==> config.mk <==
export PLATFORM = sky130hd
export DESIGN_NAME = csv_cell_locator_unit
export DESIGN_NICKNAME = d
export VERILOG_FILES = /design/src/hdl/ccl_pkg.sv /design/src/hdl/csv_cell_locator_unit.sv /design/src/hdl/ccl_front.sv /design/src/hdl/ccl_queue.sv /design/src/hdl/ccl_back.sv
export SDC_FILE = /design/constraint.sdc
export NUM_CORES = 1
export LEC_CHECK = 0
export BUFFER_PORTS_ARGS = -buffer_cell sky130_fd_sc_hd__buf_2
export CORE_UTILIZATION = 40
export CTS_CLUSTER_DIAMETER = 30
export CTS_CLUSTER_SIZE = 14
export DETAILED_ROUTE_END_ITERATION = 10
export GPL_TIMING_DRIVEN = 1
export PLACE_DENSITY_LB_ADDON = 0.12
export RECOVER_POWER = 50
export SYNTH_ARGS = -nofsm -noshare
export SYNTH_HDL_FRONTEND = slang
export SYNTH_SLANG_ARGS = --single-unit
export TNS_END_PERCENT = 10
==> constraint.sdc <==
create_clock -name clk -period 9.47 [get_ports clk]
set_input_delay 1.894 -clock clk [delete_from_list [all_inputs] [get_ports clk]]
set_output_delay 1.894 -clock clk [all_outputs]
set_load 0.01 [all_outputs]
==> src/hdl/ccl_pkg.sv <==
`timescale 1ns / 1ps
// ============================================================================
// ccl_pkg: shared types and constants of the CSV cell locator
// Character codes, end status codes and the record that travels from the
// scanner through the result queue to the output sequencer.
// ============================================================================
package ccl_pkg;

    localparam int REG_W       = 16;
    localparam int CFG_INDEX_W = 2;
    localparam int QUEUE_DEPTH = 4;
    localparam int PTR_W       = $clog2(QUEUE_DEPTH);
    localparam int FILL_W      = $clog2(QUEUE_DEPTH + 1);

    localparam logic [CFG_INDEX_W-1:0] CFG_TARGET_ROW    = 2'd0;
    localparam logic [CFG_INDEX_W-1:0] CFG_TARGET_COLUMN = 2'd1;
    localparam logic [CFG_INDEX_W-1:0] CFG_QUOTE_CHAR    = 2'd2;

    localparam logic [7:0] CHAR_NUL   = 8'h00;
    localparam logic [7:0] CHAR_TAB   = 8'h09;
    localparam logic [7:0] CHAR_LF    = 8'h0A;
    localparam logic [7:0] CHAR_CR    = 8'h0D;
    localparam logic [7:0] CHAR_SPACE = 8'h20;
    localparam logic [7:0] CHAR_COMMA = 8'h2C;
    localparam logic [7:0] QUOTE_RESET = 8'd39;

    localparam logic [1:0] ST_FOUND  = 2'd0;
    localparam logic [1:0] ST_EMPTY  = 2'd1;
    localparam logic [1:0] ST_UNTERM = 2'd2;

    localparam logic KIND_DATA   = 1'b0;
    localparam logic KIND_STATUS = 1'b1;

    // Everything one text byte produces: an optional data byte, then an
    // optional end status.
    typedef struct packed {
        logic       has_data;
        logic [7:0] data;
        logic       has_status;
        logic [1:0] status;
    } rec_t;

endpackage

==> src/hdl/csv_cell_locator_unit.sv <==
`timescale 1ns / 1ps
// ============================================================================
// csv_cell_locator_unit: CSV cell locator
// Scans CSV text one byte per transfer, streams the bytes of the cell at the
// configured row and column and closes with an end status.
// ============================================================================
// Path: each result is registered in the result queue before it is offered.
// Throughput: one byte per cycle while the result queue has room. A byte that
// yields a data byte and an end status becomes two output transfers, absorbed
// by the four-entry result queue; the scanner settles bytes combinationally.
// Reset: asynchronous, active low; clears scan state and the queue and loads
// the register defaults (row 0, column 0, quote character 39).
module csv_cell_locator_unit #(
    parameter int COUNT_WIDTH = 16
) (
    input  logic                           clk,
    input  logic                           rst_n,
    // configuration write port
    input  logic                           cfg_we,
    input  logic [ccl_pkg::CFG_INDEX_W-1:0] cfg_index,
    input  logic [ccl_pkg::REG_W-1:0]       cfg_data,
    // input channel
    input  logic                           in_valid,
    output logic                           in_stall,
    input  logic [7:0]                     text_byte,
    input  logic                           end_of_text,
    // output channel
    output logic                           out_valid,
    input  logic                           out_stall,
    output logic                           result_kind,
    output logic [7:0]                     cell_byte,
    output logic [1:0]                     cell_status,
    output logic                           last_result
);
    import ccl_pkg::*;

    logic [REG_W-1:0] target_row_reg;
    logic [REG_W-1:0] target_column_reg;
    logic [7:0]       quote_char_reg;

    logic in_xfer;
    logic queue_full;
    logic queue_not_empty;
    logic queue_pop;
    rec_t front_rec;
    rec_t head_rec;

    // Configuration registers; writes to unused indexes are dropped.
    always_ff @(posedge clk or negedge rst_n)
    begin
        if (!rst_n)
        begin
            target_row_reg    <= '0;
            target_column_reg <= '0;
            quote_char_reg    <= QUOTE_RESET;
        end
        else if (cfg_we)
        begin
            case (cfg_index)
                CFG_TARGET_ROW:    target_row_reg    <= cfg_data;
                CFG_TARGET_COLUMN: target_column_reg <= cfg_data;
                CFG_QUOTE_CHAR:    quote_char_reg    <= cfg_data[7:0];
                default:           ;
            endcase
        end
    end

    // Stall input only when the queue has no room for another record.
    assign in_stall = queue_full;
    assign in_xfer  = in_valid && !queue_full;

    ccl_front #(
        .COUNT_WIDTH(COUNT_WIDTH)
    ) u_front (
        .clk          (clk),
        .rst_n        (rst_n),
        .accept       (in_xfer),
        .text_byte    (text_byte),
        .end_of_text  (end_of_text),
        .target_row   (target_row_reg),
        .target_column(target_column_reg),
        .quote_char   (quote_char_reg),
        .rec          (front_rec)
    );

    // Push only records that carry at least one result.
    ccl_queue u_queue (
        .clk      (clk),
        .rst_n    (rst_n),
        .push     (in_xfer && (front_rec.has_data || front_rec.has_status)),
        .push_rec (front_rec),
        .pop      (queue_pop),
        .full     (queue_full),
        .not_empty(queue_not_empty),
        .head_rec (head_rec)
    );

    ccl_back u_back (
        .clk        (clk),
        .rst_n      (rst_n),
        .head_valid (queue_not_empty),
        .head_rec   (head_rec),
        .pop        (queue_pop),
        .out_valid  (out_valid),
        .out_stall  (out_stall),
        .result_kind(result_kind),
        .cell_byte  (cell_byte),
        .cell_status(cell_status),
        .last_result(last_result)
    );

endmodule

==> src/hdl/ccl_front.sv <==
`timescale 1ns / 1ps
// ============================================================================
// ccl_front: byte scanner
// Tracks quotes, columns and rows, locates the target cell and classifies
// each transferred byte into a result record.
// ============================================================================
module ccl_front #(
    parameter int COUNT_WIDTH = 16
) (
    input  logic                     clk,
    input  logic                     rst_n,
    input  logic                     accept,
    input  logic [7:0]               text_byte,
    input  logic                     end_of_text,
    input  logic [ccl_pkg::REG_W-1:0] target_row,
    input  logic [ccl_pkg::REG_W-1:0] target_column,
    input  logic [7:0]               quote_char,
    output ccl_pkg::rec_t            rec
);
    import ccl_pkg::*;

    localparam int CMP_W = (COUNT_WIDTH > REG_W) ? COUNT_WIDTH : REG_W;

    localparam logic [1:0] PH_SEEK = 2'd0;
    localparam logic [1:0] PH_SKIP = 2'd1;
    localparam logic [1:0] PH_CELL = 2'd2;
    localparam logic [1:0] PH_DONE = 2'd3;

    logic [COUNT_WIDTH-1:0] row_reg, row_next;
    logic [COUNT_WIDTH-1:0] col_reg, col_next;
    logic                   inq_reg, inq_next;
    logic [1:0]             phase_reg, phase_next;
    logic                   quoted_reg, quoted_next;
    logic                   hasb_reg, hasb_next;

    logic go;
    logic reached;
    logic is_quote;
    logic is_break;
    logic is_pad;
    logic ends_text;

    always_comb
    begin
        is_quote  = (text_byte == quote_char);
        is_break  = (text_byte == CHAR_CR) || (text_byte == CHAR_LF);
        is_pad    = (text_byte == CHAR_SPACE) || (text_byte == CHAR_TAB);
        ends_text = (text_byte == CHAR_NUL) || end_of_text;
        reached   = (CMP_W'(row_reg) >= CMP_W'(target_row))
                 && (CMP_W'(col_reg) >= CMP_W'(target_column));

        row_next    = row_reg;
        col_next    = col_reg;
        inq_next    = inq_reg;
        phase_next  = phase_reg;
        quoted_next = quoted_reg;
        hasb_next   = hasb_reg;
        rec         = '0;
        go          = (text_byte != CHAR_NUL);

        if (go && phase_next == PH_SEEK)
        begin
            if (!reached)
            begin
                if (is_quote)
                    inq_next = !inq_reg;
                else if (!inq_reg && text_byte == CHAR_COMMA)
                begin
                    if (col_reg != '1)
                        col_next = col_reg + 1'b1;
                end
                else if (!inq_reg && is_break)
                begin
                    col_next = '0;
                    if (row_reg != '1)
                        row_next = row_reg + 1'b1;
                end
                go = 1'b0;
            end
            else
                phase_next = PH_SKIP;
        end

        if (go && phase_next == PH_SKIP)
        begin
            if (is_pad)
                go = 1'b0;
            else if (is_quote)
            begin
                quoted_next = 1'b1;
                phase_next  = PH_CELL;
                go          = 1'b0;
            end
            else
                phase_next = PH_CELL;
        end

        if (go && phase_next == PH_CELL)
        begin
            if (quoted_next && is_quote)
            begin
                phase_next     = PH_DONE;
                rec.has_status = 1'b1;
                rec.status     = hasb_next ? ST_FOUND : ST_EMPTY;
            end
            else if (quoted_next && is_break)
            begin
                phase_next     = PH_DONE;
                rec.has_status = 1'b1;
                rec.status     = ST_UNTERM;
            end
            else if (!quoted_next && (is_break || text_byte == CHAR_COMMA))
            begin
                phase_next     = PH_DONE;
                rec.has_status = 1'b1;
                rec.status     = hasb_next ? ST_FOUND : ST_EMPTY;
            end
            else
            begin
                hasb_next    = 1'b1;
                rec.has_data = 1'b1;
                rec.data     = text_byte;
            end
        end

        // End of text: report if nothing was reported yet, then start over.
        if (ends_text)
        begin
            if (phase_next != PH_DONE)
            begin
                rec.has_status = 1'b1;
                if (phase_next == PH_CELL && quoted_next)
                    rec.status = ST_UNTERM;
                else if (phase_next == PH_CELL && hasb_next)
                    rec.status = ST_FOUND;
                else
                    rec.status = ST_EMPTY;
            end
            row_next    = '0;
            col_next    = '0;
            inq_next    = 1'b0;
            phase_next  = PH_SEEK;
            quoted_next = 1'b0;
            hasb_next   = 1'b0;
        end
    end

    always_ff @(posedge clk or negedge rst_n)
    begin
        if (!rst_n)
        begin
            row_reg    <= '0;
            col_reg    <= '0;
            inq_reg    <= 1'b0;
            phase_reg  <= PH_SEEK;
            quoted_reg <= 1'b0;
            hasb_reg   <= 1'b0;
        end
        else if (accept)
        begin
            row_reg    <= row_next;
            col_reg    <= col_next;
            inq_reg    <= inq_next;
            phase_reg  <= phase_next;
            quoted_reg <= quoted_next;
            hasb_reg   <= hasb_next;
        end
    end

endmodule

==> src/hdl/ccl_queue.sv <==
`timescale 1ns / 1ps
// ============================================================================
// ccl_queue: result record queue
// Short FIFO that decouples the scanner from the output sequencer.
// ============================================================================
module ccl_queue (
    input  logic          clk,
    input  logic          rst_n,
    input  logic          push,
    input  ccl_pkg::rec_t push_rec,
    input  logic          pop,
    output logic          full,
    output logic          not_empty,
    output ccl_pkg::rec_t head_rec
);
    import ccl_pkg::*;

    rec_t              entry_reg [QUEUE_DEPTH];
    logic [PTR_W-1:0]  wr_ptr_reg, wr_ptr_next;
    logic [PTR_W-1:0]  rd_ptr_reg, rd_ptr_next;
    logic [FILL_W-1:0] fill_reg, fill_next;
    logic              do_push;
    logic              do_pop;

    always_comb
    begin
        full      = (fill_reg == FILL_W'(QUEUE_DEPTH));
        not_empty = (fill_reg != '0);
        head_rec  = entry_reg[rd_ptr_reg];
        do_push   = push && !full;
        do_pop    = pop && not_empty;

        wr_ptr_next = wr_ptr_reg;
        rd_ptr_next = rd_ptr_reg;
        fill_next   = fill_reg;
        if (do_push)
            wr_ptr_next = (wr_ptr_reg == PTR_W'(QUEUE_DEPTH - 1)) ? '0 : wr_ptr_reg + 1'b1;
        if (do_pop)
            rd_ptr_next = (rd_ptr_reg == PTR_W'(QUEUE_DEPTH - 1)) ? '0 : rd_ptr_reg + 1'b1;
        if (do_push && !do_pop)
            fill_next = fill_reg + 1'b1;
        else if (do_pop && !do_push)
            fill_next = fill_reg - 1'b1;
    end

    always_ff @(posedge clk or negedge rst_n)
    begin
        if (!rst_n)
        begin
            wr_ptr_reg <= '0;
            rd_ptr_reg <= '0;
            fill_reg   <= '0;
        end
        else
        begin
            wr_ptr_reg <= wr_ptr_next;
            rd_ptr_reg <= rd_ptr_next;
            fill_reg   <= fill_next;
        end
    end

    always_ff @(posedge clk)
    begin
        if (do_push)
            entry_reg[wr_ptr_reg] <= push_rec;
    end

endmodule

==> src/hdl/ccl_back.sv <==
`timescale 1ns / 1ps
// ============================================================================
// ccl_back: output sequencer
// Presents the head record as one or two result transfers, data byte first.
// ============================================================================
module ccl_back (
    input  logic          clk,
    input  logic          rst_n,
    input  logic          head_valid,
    input  ccl_pkg::rec_t head_rec,
    output logic          pop,
    output logic          out_valid,
    input  logic          out_stall,
    output logic          result_kind,
    output logic [7:0]    cell_byte,
    output logic [1:0]    cell_status,
    output logic          last_result
);
    import ccl_pkg::*;

    logic data_done_reg, data_done_next;
    logic show_data;
    logic xfer;

    always_comb
    begin
        show_data = head_rec.has_data && !data_done_reg;
        out_valid = head_valid;
        xfer      = head_valid && !out_stall;

        result_kind = show_data ? KIND_DATA : KIND_STATUS;
        cell_byte   = show_data ? head_rec.data : 8'h00;
        cell_status = show_data ? ST_FOUND : head_rec.status;
        last_result = !show_data;

        // Hold the record after its data byte when a status still follows.
        pop            = 1'b0;
        data_done_next = data_done_reg;
        if (xfer)
        begin
            if (show_data && head_rec.has_status)
                data_done_next = 1'b1;
            else
            begin
                pop            = 1'b1;
                data_done_next = 1'b0;
            end
        end
    end

    always_ff @(posedge clk or negedge rst_n)
    begin
        if (!rst_n)
            data_done_reg <= 1'b0;
        else
            data_done_reg <= data_done_next;
    end

endmodule
Yosys cells after proc, flatten, opt, wreduce, memory -nomap -nowiden
Memories as Yosys holds them, arrays and structs flattened.
Index checks and enable logic that the tools add are counted.
{"block": "totals", "regBits": 85, "latchBits": 0, "mem_bits_rw": 48, "rom_bits": 0, "in_bits": 32, "out_inout_bits": 14, "elab_cells": 158, "memories": 1}
{"block": "op_classes", "n_addsub": 6, "multipliers": 0, "div_mod_pow": 0, "magnitude_cmp": 2, "n_eq_ne": 21, "shifts": 0, "n_mux": 65, "n_bitwise": 0, "reduce_logical": 50}
{"memory": "u_queue.entry_reg", "depth": 4, "word_bits": 12, "rd": 1, "rd_clocked_by_memory_dff": 0, "write_ports": 1, "line_no": "ccl_queue.sv:18", "rtl": "rec_t entry_reg [QUEUE_DEPTH];"}
{"op": "$mux 16", "count": 14}
{"op": "$add 16x1->16 const B", "count": 2}
{"op": "$ge 16x16->1", "count": 2}
{"op": "$ne 16x16->1 const B", "count": 2}
{"op": "$mux 9", "count": 3}
{"op": "$mux 1", "count": 26}
{"op": "$mux 2", "count": 13}
{"op": "$eq 8x4->1 const B", "count": 3}
{"op": "$mux 3", "count": 7}
{"op": "$logic_and 1x1->1", "count": 20}
{"op": "$eq 8x6->1 const B", "count": 2}
{"op": "$mux 12", "count": 1}
{"op": "$eq 2x2->1 const B", "count": 5}
{"op": "$reduce_bool 2->1", "count": 5}
{"op": "$eq 8x8->1", "count": 1}
{"op": "$logic_not 1->1", "count": 8}
{"op": "$logic_not 8->1", "count": 1}
{"op": "$mux 8", "count": 1}
{"op": "$reduce_bool 8->1", "count": 1}
{"op": "$reduce_and 7->1", "count": 1}
{"op": "$ne 2x2->1 const B", "count": 3}
{"op": "$reduce_and 2->1", "count": 3}
{"op": "$reduce_and 6->1", "count": 1}
{"op": "$reduce_bool 3->1", "count": 2}
{"op": "10 further kinds", "count": 17}

Logic depth before layout (Yosys ltp)
Gate-level depths: netlist of run 1.
{"block": "logic_depth", "depth_word": 26, "mapped_depth": 16, "mapped_depth_nobuf": 16}

By module
Synthesis of run 1 repeated with hierarchy kept, for this count alone.
{"block": "unflattened", "cells_unflattened": 659, "area_unflattened_um2": 7518.5}
{"module": "ccl_front", "instances": 1, "cells_each": 452, "area_each_um2": 3628.5}
{"module": "ccl_queue", "instances": 1, "cells_each": 100, "area_each_um2": 2198.4}
{"module": "csv_cell_locator_unit", "instances": 1, "cells_each": 87, "area_each_um2": 1530.2}
{"module": "ccl_back", "instances": 1, "cells_each": 20, "area_each_um2": 161.4}

Worst setup path before layout of run 1
No wires, ideal clock.
{"block": "synth_timing", "kind": "input to register", "from": "in text_byte[3]", "to": "reg u_queue.fill_reg[1]", "arrival_ps": 4266, "required_ps": 9345, "slack_ps": 5080, "path_stages": 13, "n_path_buf": 2, "path_cell_list": "buf_2 xor2_1 nor4_1 and2_1 buf_6 a21oi_1 nor2b_1 o311ai_4 inv_1 ha_1 inv_1 fa_1 mux2_2"}
{"block": "synth_between", "elab_cells_between_ends": 54}
{"item": "start, declared", "line_no": "csv_cell_locator_unit.sv:25", "rtl": "input logic [7:0] text_byte,"}
{"item": "$reduce_bool 8->1", "line_no": "ccl_front.sv:59", "rtl": "go = (text_byte != CHAR_NUL);"}
{"item": "$logic_and 1x1->1", "line_no": "ccl_front.sv:61", "rtl": "if (go && phase_next == PH_SEEK)"}
{"item": "$mux 2", "line_no": "ccl_front.sv:61"}
{"item": "$eq 2x1->1", "line_no": "ccl_front.sv:84", "rtl": "if (go && phase_next == PH_SKIP)"}
{"item": "$logic_and 1x1->1", "line_no": "ccl_front.sv:84"}
{"item": "$mux 1", "line_no": "ccl_front.sv:84"}
{"item": "$logic_not 1->1", "line_no": "ccl_front.sv:112", "rtl": "else if (!quoted_next && (is_break || text_byte == CHAR_COMMA))"}
{"item": "$logic_and 1x1->1", "line_no": "ccl_front.sv:112"}
{"item": "[6 not listed]"}
{"item": "$mux 3", "line_no": "ccl_front.sv:127", "rtl": "if (ends_text)"}
{"item": "$logic_or 1x1->1 (*)", "line_no": "csv_cell_locator_unit.sv:90", "rtl": ".push (in_xfer && (front_rec.has_data || front_rec.has_status)),"}
{"item": "$logic_and 1x1->1 (*)", "line_no": "csv_cell_locator_unit.sv:90"}
{"item": "$logic_and 1x1->1 (*)", "line_no": "ccl_queue.sv:30", "rtl": "do_push = push && !full;"}
{"item": "net u_queue.do_push", "line_no": "ccl_queue.sv:22", "rtl": "logic do_push;"}
{"item": "$logic_and 1x1->1 (*)", "line_no": "ccl_queue.sv:40", "rtl": "if (do_push && !do_pop)"}
{"item": "$mux 3 (*)", "line_no": "ccl_queue.sv:40"}
{"item": "net u_queue.fill_next[1]", "line_no": "ccl_queue.sv:21", "rtl": "logic [FILL_W-1:0] fill_reg, fill_next;"}
{"item": "end signal, assigned", "line_no": "ccl_queue.sv:58", "rtl": "fill_reg <= fill_next;"}
{"item": "end, declared", "line_no": "ccl_queue.sv:21"}
The timed path passes the listed nets; every way through them passes the cells marked *.
A chain may end at the register's enable or synchronous reset.

==> results_dict.tcl, run 1 <==
set metrics [dict create \
    hold_path.class "reg2reg" \
    cts-root-buf "clkbuf_16" \
    cts_tree "yes" \
    violations "max-capacitance violations, max-slew violations" \
    seq_area_um2 3573 \
    end_kind "asynchronous set/reset pin" \
    ctsHtreeMaxLevel 4 \
    synthTopCellsByCount "81 x dfrtp_1, 55 x nand2_1, 53 x inv_1" \
    yosysTopAreaCell "dfrtp_1" \
    drtPass1Iterations 4 \
    yosysMostFrequentCell "dfrtp_1" \
    path_delay_family "buffers and inverters" \
    cellPowerDensity_nw_per_um2 212.6 \
    grt_pass1_wl_um 26360 \
    netlist_instances 635 \
    largest_reg_flops 48 \
    synthFlopType "dfrtp_1" \
    vias 4945 \
    routedWlPerCell_um 17.21 \
    relSlewSlack_pct -107.7 \
    synth_fp_nets 708 \
    clk_latency_ns 0.42 \
    min_period_over_period_pct 58.75 \
    final_core_util_pct 46.73 \
    critPathMaxStageDelay_ns 2.28 \
    finalHoldViolations 0 \
    syn_avg_cell_area_um2 11.09 \
    io_buffers 45 \
    nNetsFinal 757 \
    ant_nets 0 \
    crit_fanout 55 \
    antenna_cells 0 \
    die-area_um2 18140 \
    worstSetupStartpointType "primary input" \
    via_per_inst 5.363 \
    drc 0 \
    dp_hpwl_um 11570 \
    grt_antenna_before_repair 0 \
    multiInputGateArea_um2 3168 \
    fmax_mhz 179.8 \
    pin_count 46 \
    die_w_um 134.7 \
    slowest_stage "clkbuf_1" \
    synth_edf_count 48 \
    synthArstFlopShare_pct 63.91 \
    skew_ns 0.01043 \
    p_leak_nw 3.447 \
    cap_viol_max_count 2 \
    fin_crit_ns 5.563 \
    rsz0062_at_grt "no" \
    setup-tns-final_ns 0 \
    ys_warn_count 0 \
    cts_resized 0 \
    gp_congestion 0.8052 \
    tightest_slew_ns 3.116 \
    area_growth_syn_to_layout_pct 14.41 \
    grt_usage_pct 19.34 \
    initial_core_util_pct 40.85 \
    cp.arrival_ns 5.40 \
    cts_num_sinks 133 \
    die_h_um 134.7 \
    synth-seq-cells 133 \
    synth.top_cells.by_area "dfrtp_1 29%, edfxtp_1 20%, ha_1 7.1%" \
    setup_viol 0 \
    irDropWorstVdd_mv 0.1266 \
    synth_top_area_share_pct 28.79 \
    final.fill_count 1601 \
    coreArea_um2 17240 \
    critical_path.cell_chain "clkbuf_1 -> clkbuf_1" \
    dr.first_iter.drc_count 320 \
    cts.path.max_buffers 2 \
    rows 48 \
    crit_path_frequent_cell "clkbuf_1" \
    hold_buffers 0 \
    numCtsBuffers 17 \
    path_class "in2async" \
    first_global_vias 4981 \
    synth_cell_types 63 \
    status "complete, but fails checks" \
    grt.overflow.total 0 \
    syn_area_um2 7041 \
    cp.required_ns 9.30 \
    drive_above_1_share_pct 18.08 \
    seq_area_frac_synth_pct 50.76 \
    grt_max_degree 56 \
    post_cts_buffers 0 \
    postRouteWirelength_um 15870 \
    clk_pin_slew_ns 0.06 \
    path_buf_inv 2 \
    slew_viol_final 88 \
]
-- area by class of cell --
type	instances	area share, %
sequential	133	44.36
multi-input combinational	427	39.33
clock buffer	19	5.638
tap	225	3.495
timing repair buffer	52	3.215
inverter	53	2.470
clock inverter	13	1.491
-- through the flow --
step	power [mW]	instances	setup WS (ns)	instance area [µm²]	hold slack [ns]
2_1_floorplan	0.9805	635	5.080	7041	0.4476
3_3_place_gp	1.083	890	4.595	7507	0.4709
6_report	1.712	922	3.907	8055	0.4821
4_1_cts	1.741	922	4.771	8082	0.4820
3_5_place_dp	1.098	890	4.513	7507	0.4700
5_1_grt	1.813	922	2.914	8055	0.4895
-- final timing paths --
path / start / endpoint / slack (ns) / cells after the start
max in group clk: text_byte[7] / u_front.col_reg[5] / 4.21 / 9
worst min register to register: u_queue.fill_reg[2] / u_queue.fill_reg[2] / 0.48 / 1
min in group asynchronous: rst_n / target_column_reg[6] / 1.89 / 1
worst min-delay path: u_queue.fill_reg[2] / u_queue.fill_reg[2] / 0.48 / 1
worst max-delay path: rst_n / u_front.quoted_reg / 3.91 / 2
worst max register to register: u_front.row_reg[1] / u_queue.fill_reg[1] / 5.64 / 13
-- cell families (layout without fill, tap and decap cells) --
logic type / Yosys count / in the layout / synth area share [%]
xor+xnor: 27 / 27 / 3.359
mux: 41 / 41 / 8.477
buf+inv: 75 / 137 / 4.318
fa+ha+maj: 41 / 41 / 7.393
flops: 133 / 133 / 50.76
simple gates: 203 / 203 / 14.63
compound gates: 115 / 115 / 11.07
-- cells in the final DEF, fill, tap and decap left out, types with 5 or more instances in the layout --
cell / synthesis / routed
and3_1: 6 / 6
dfrtp_1: 81 / 81
nand2_1: 55 / 55
a21oi_1: 24 / 24
nand3_1: 14 / 14
nor2b_1: 16 / 16
xnor2_1: 6 / 6
o211ai_1: 14 / 14
ha_1: 40 / 40
o2111ai_1: 6 / 6
mux4_2: 12 / 12
xor2_1: 21 / 21
nand4_1: 8 / 8
clkbuf_16: 0 / 18
or4_1: 6 / 6
nor3_1: 9 / 9
or3_1: 5 / 5
mux2_2: 27 / 26
nor2_1: 45 / 45
o21ai_0: 32 / 33
buf_2: 3 / 39
and2_1: 17 / 15
clkbuf_1: 16 / 10
inv_1: 53 / 53
edfxtp_1: 48 / 48
-- routing by layer --
metal | vias to the layer above | routed length, µm | GRT usage (%)
met5 | - | 0 | 0
met4 | 0 | 282 | 7.491
met3 | 24 | 546 | 4.092
met2 | 96 | 7608 | 31.79
met1 | 2432 | 7435 | 24.99
li1 | 2393 | - | -
-- power breakdown --
| part | leakage, nW | switching (mW) | internal [mW] |
|---|---|---|---|
| Sequential | 1.53 | 0.0604 | 0.670 |
| Clock | 0.284 | 0.259 | 0.379 |
| Combinational | 1.63 | 0.175 | 0.169 |
| Total | 3.45 | 0.495 | 1.22 |
Note: power is estimated with default switching activity, not from simulation.
==> run 2, diff against run 1 <==
- clock period: 9.47 -> 5.3 ns (I/O delays scaled with it)
==> run 2 against run 1 <==
Compared with the run above:
- the run still ends with max-capacitance violations, max-slew violations left
- non-clock buffer count is 1 higher
- clock power increased by 110%
- worst hold slack better by 0.0088 ns
- via count down 0.40%
- clock skew fell by 0.0013 ns
- global-route usage about the same
- routed wire length up 0.43%
- highest routed layer unchanged
==> results_dict.tcl, run 2 (synthesis results as in run 1) <==
set metrics [dict create \
    status "complete, but fails checks" \
    violations "max-capacitance violations, max-slew violations" \
    cp.required_ns 5.60 \
    routedWlPerCell_um 17.27 \
    via_per_inst 5.336 \
    die_h_um 134.7 \
    ctsHtreeMaxLevel 4 \
    vias 4925 \
    tightest_slew_ns 1.729 \
    setup_viol 0 \
    hp-start "u_back.data_done_reg" \
    layout_common_cells "81 x dfrtp_1, 55 x nand2_1, 53 x inv_1" \
    cts_tree "yes" \
    cts_num_sinks 133 \
    hold_path.class "reg2reg" \
    multiInputGateArea_um2 3168 \
    io_buffers 45 \
    cts_resized 0 \
    slew_viol_final 33 \
    area_growth_syn_to_layout_pct 16.01 \
    cts.path.max_buffers 2 \
    worst_slack_ns 1.367 \
    first_global_vias 5046 \
    grt.overflow.total 0 \
    min_period_over_period_pct 74.21 \
    r2r-end "u_queue.fill_reg[1]" \
    gp_congestion 0.8312 \
    postRouteWirelength_um 15940 \
    cp.arrival_ns 4.24 \
    cellPowerDensity_nw_per_um2 399.1 \
    hold_end "u_back.data_done_reg" \
    reg2reg_slack_ns 1.37 \
    p_leak_nw 3.498 \
    clk_pin_slew_ns 0.06 \
    seq_area_um2 3573 \
    post_cts_buffers 0 \
    final_common_cell "dfrtp_1" \
    initial_core_util_pct 40.85 \
    ant_nets 0 \
    fmax_mhz 254.3 \
    rr_startpoint "u_front.col_reg[0]" \
    final.fill_count 1570 \
    holdPathStages 1 \
    grt_antenna_before_repair 0 \
    rows 48 \
    path_class "reg2reg" \
    drive_above_1_share_pct 18.77 \
    crit_fanout 7 \
    hold_buffers 0 \
    die-area_um2 18140 \
    drtPass1Iterations 4 \
    fin_crit_ns 3.933 \
    cts-root-buf "clkbuf_16" \
    coreArea_um2 17240 \
    drc 0 \
    skew_ns 0.009087 \
    clk_latency_ns 0.42 \
    dp_slack_ns 1.151 \
    rr_worst_depth 14 \
    finalHoldViolations 0 \
    numCtsBuffers 17 \
    cap_viol_max_count 1 \
    end_kind "flop" \
    grt_usage_pct 19.31 \
    grt_pass1_wl_um 26390 \
    irDropWorstVdd_mv 0.2345 \
    largest_reg_flops 48 \
    worstSetupStartpointType "flop" \
    die_w_um 134.7 \
    dr.first_iter.drc_count 269 \
    pin_count 46 \
    rsz0062_at_grt "no" \
    relSlewSlack_pct -15.29 \
    setup-tns-final_ns 0 \
    p_total_mw 3.259 \
    nNetsFinal 758 \
    antenna_cells 0 \
    grt_max_degree 55 \
    dp_hpwl_um 11640 \
]
-- run 2: worst max path at each step --
stage	cells past startpoint	start	to
3_5_place_dp	8	text_byte[7]	u_front.col_reg[13]
3_3_place_gp	8	text_byte[7]	u_front.col_reg[13]
2_1_floorplan	13	text_byte[3]	u_queue.fill_reg[1]
5_1_grt	14	u_front.col_reg[0]	u_queue.fill_reg[1]
4_1_cts	14	u_front.col_reg[0]	u_queue.fill_reg[1]
6_report	14	u_front.col_reg[0]	u_queue.fill_reg[1]
-- run 2: area by class of cell --
type	instances	share of cell area, %
Sequential cell	133	43.75
Multi-Input combinational cell	427	38.79
Clock buffer	19	5.545
Tap cell	225	3.447
Timing Repair Buffer	53	3.324
Clock inverter	13	2.711
Inverter	53	2.436
-- run 2: critical path, cell delays in order, from the launching register on --
cell and delay [ns]:
dfrtp_1 0.43, inv_1 0.06, ha_1 0.26, nor2_1 0.09, a21oi_1 0.12, o311ai_0 0.38
o211ai_1 0.46, a21oi_1 0.43, nor2b_1 0.13, o311ai_4 0.40, inv_1 0.08, ha_1 0.21
inv_1 0.07, fa_1 0.40, mux2_2 0.27
-- run 2: power breakdown --
part | switching, mW | internal (mW)
logic | 0.341 | 0.308
registers | 0.0822 | 1.20
clock network | 0.463 | 0.868
total | 0.887 | 2.37
-- run 2: per-stage QoR --
stage          std cells  cell area [µm²]  hold WS (ns)  util (%)
6_report             923             8168        0.4909     47.39
5_1_grt              923             8168        0.5148     47.39
4_1_cts              923             8189        0.4884     47.51
3_5_place_dp         891             7515        0.4763     43.60
3_3_place_gp         891             7515        0.4728     43.60
2_1_floorplan        635             7041        0.4476         -
-- run 2: per-layer routing --
metal / global-route usage, % / vias to the layer above / wire length, µm
met5: 0 / - / 0
met4: 6.492 / 0 / 185
met3: 3.641 / 14 / 517
met2: 32.99 / 79 / 7819
met1: 24.54 / 2431 / 7417
li1: - / 2401 / -
==> run 3, diff against run 2 <==
- clock period: 5.3 -> 4.1 ns (I/O delays scaled with it)
==> run 3 against run 2 <==
Compared with the run above:
- the run still ends with max-capacitance violations, max-slew violations left
- sequential power up 30%
- design area down 0.92%
- clock skew up 0.00063 ns
==> results_dict.tcl, run 3 (synthesis results as in run 1) <==
set metrics [dict create \
    setup-tns-final_ns 0 \
    antenna_cells 0 \
    end_kind "flop" \
    grt_max_degree 77 \
    setup_viol 0 \
    drive_above_1_share_pct 18.84 \
    r2r-end "u_queue.fill_reg[1]" \
    clk_pin_slew_ns 0.06 \
    dp_slack_ns 0.3741 \
    cts_resized 0 \
    clockPowerShare_pct 36.6 \
    slowest_stage "o311ai_4" \
    pin_count 46 \
    worstSetupStartpointType "flop" \
    die_h_um 134.7 \
    cts_num_sinks 133 \
    hold_buffers 0 \
    clk_latency_ns 0.42 \
    critical_path.cell_chain "ha_1 -> nor2b_1 -> o211a_1 -> o311ai_1 -> nand4_2 -> a21oi_1 -> nor2b_1 -> o311ai_4 -> inv_1 -> ha_1 -> inv_1 -> fa_1 -> mux2_2" \
    hold_path.class "reg2reg" \
    cts.path.max_buffers 2 \
    path_class "reg2reg" \
    worst_slack_ns 0.4131 \
    hp-start "u_queue.fill_reg[2]" \
    first_global_vias 5028 \
    nNetsFinal 766 \
    cap_viol_max_count 1 \
    dr.first_iter.drc_count 246 \
    gp_congestion 0.8733 \
    power_frac_comb_pct 21.4 \
    startpoint "u_front.row_reg[1]" \
    numCtsBuffers 17 \
    hold_end "u_queue.fill_reg[2]" \
    holdPathStages 1 \
    violations "max-capacitance violations, max-slew violations" \
    final.fill_count 1586 \
    cp.arrival_ns 3.98 \
    postRouteWirelength_um 15770 \
    fin_crit_ns 3.687 \
    rr_startpoint "u_front.row_reg[1]" \
    rr_worst_depth 13 \
    irDropWorstVdd_mv 0.2657 \
    ant_nets 0 \
    rows 48 \
    finalHoldViolations 0 \
    rsz0062_at_grt "no" \
    grt_usage_pct 18.91 \
    relSlewSlack_pct -29.26 \
    vias 5003 \
    drc 0 \
    slew_viol_final 77 \
    p_leak_nw 3.476 \
    coreArea_um2 17240 \
    io_buffers 45 \
    fmax_mhz 271.2 \
    largest_reg_flops 48 \
    min_period_over_period_pct 89.92 \
    skew_ns 0.009721 \
    grt.overflow.total 0 \
    drtPass1Iterations 5 \
    swShare_pct 28.03 \
    dp_hpwl_um 11810 \
    layout_common_cells "81 x dfrtp_1, 55 x nand2_1, 53 x inv_1" \
    die_w_um 134.7 \
    final_common_cell "dfrtp_1" \
    critPathMaxStageDelay_ns 0.42 \
    cts-root-buf "clkbuf_16" \
    path_buf_inv 2 \
    multiInputGateArea_um2 3149 \
    routedWlPerCell_um 16.93 \
    cellPowerDensity_nw_per_um2 487.7 \
    tightest_slew_ns 1.939 \
    post_cts_buffers 0 \
    area_growth_syn_to_layout_pct 14.95 \
    power.switching_mw 1.106 \
    cts_tree "yes" \
    cp.required_ns 4.40 \
    status "complete, but fails checks" \
    pwr-share-seq_pct 42.0 \
    ctsHtreeMaxLevel 4 \
    die-area_um2 18140 \
    initial_core_util_pct 40.85 \
    seq_area_um2 3573 \
    grt_antenna_before_repair 0 \
    internal-power_mw 2.841 \
    grt_pass1_wl_um 25900 \
    reg2reg_slack_ns 0.41 \
    p_total_mw 3.947 \
    path_delay_family "compound AO/OA/AOI/OAI gates" \
    crit_fanout 7 \
    via_per_inst 5.374 \
]
[run 3: layer usage]
layer	GRT usage, %	vias up	routed length [µm]
met1	24.44	2458	7246
met4	7.678	0	348
met5	0	-	0
li1	-	2401	-
met3	4.429	21	703
met2	30.56	123	7466
[run 3: layout make-up]
class,instances,area share (%)
clock buffers,19,5.349
inverters,53,2.458
repair buffers,61,4.020
clock inverters,13,1.623
multi-input cells,427,38.91
well taps,225,3.479
flip-flops and latches,133,44.16
[run 3: metrics by stage]
stage | cell area [µm²] | hold slack (ns) | utilization, % | std cells
floorplan | 7041 | 0.4476 | - | 635
global placement | 7575 | 0.4693 | 43.95 | 899
detailed placement | 7575 | 0.4712 | 43.95 | 899
CTS | 8139 | 0.4819 | 47.22 | 931
global route | 8093 | 0.5078 | 46.95 | 931
finish | 8093 | 0.4761 | 46.95 | 931
[run 3: worst reg2reg max path: stages (launching register included)]
cell and delay, ns:
dfrtp_1 0.41, ha_1 0.30, nor2b_1 0.13, o211a_1 0.20
o311ai_1 0.30, nand4_2 0.26, a21oi_1 0.37, nor2b_1 0.14
o311ai_4 0.42, inv_1 0.09, ha_1 0.22, inv_1 0.07
fa_1 0.40, mux2_2 0.27
[run 3: how the worst max path moves through the flow]
stage / end / slack [ns] / cells after the start
3_5_place_dp: u_queue.fill_reg[1] / 0.37 / 13
3_3_place_gp: u_queue.fill_reg[1] / 0.49 / 12
6_report: u_queue.fill_reg[1] / 0.41 / 13
5_1_grt: u_queue.fill_reg[1] / 0.08 / 13
4_1_cts: u_queue.fill_reg[1] / 0.36 / 13
2_1_floorplan: u_queue.fill_reg[1] / 0.71 / 13
[run 3: power by group through the flow]
| stage | registers (mW) | clock network (mW) | logic, mW |
|---|---|---|---|
| 5_1_grt | 1.68 | 1.54 | 0.959 |
| 4_1_cts | 1.66 | 1.49 | 0.877 |
| 2_1_floorplan | 1.63 | 0 | 0.631 |
| 3_5_place_dp | 1.68 | 0 | 0.872 |
| 6_report | 1.66 | 1.45 | 0.845 |
| 3_3_place_gp | 1.68 | 0 | 0.847 |
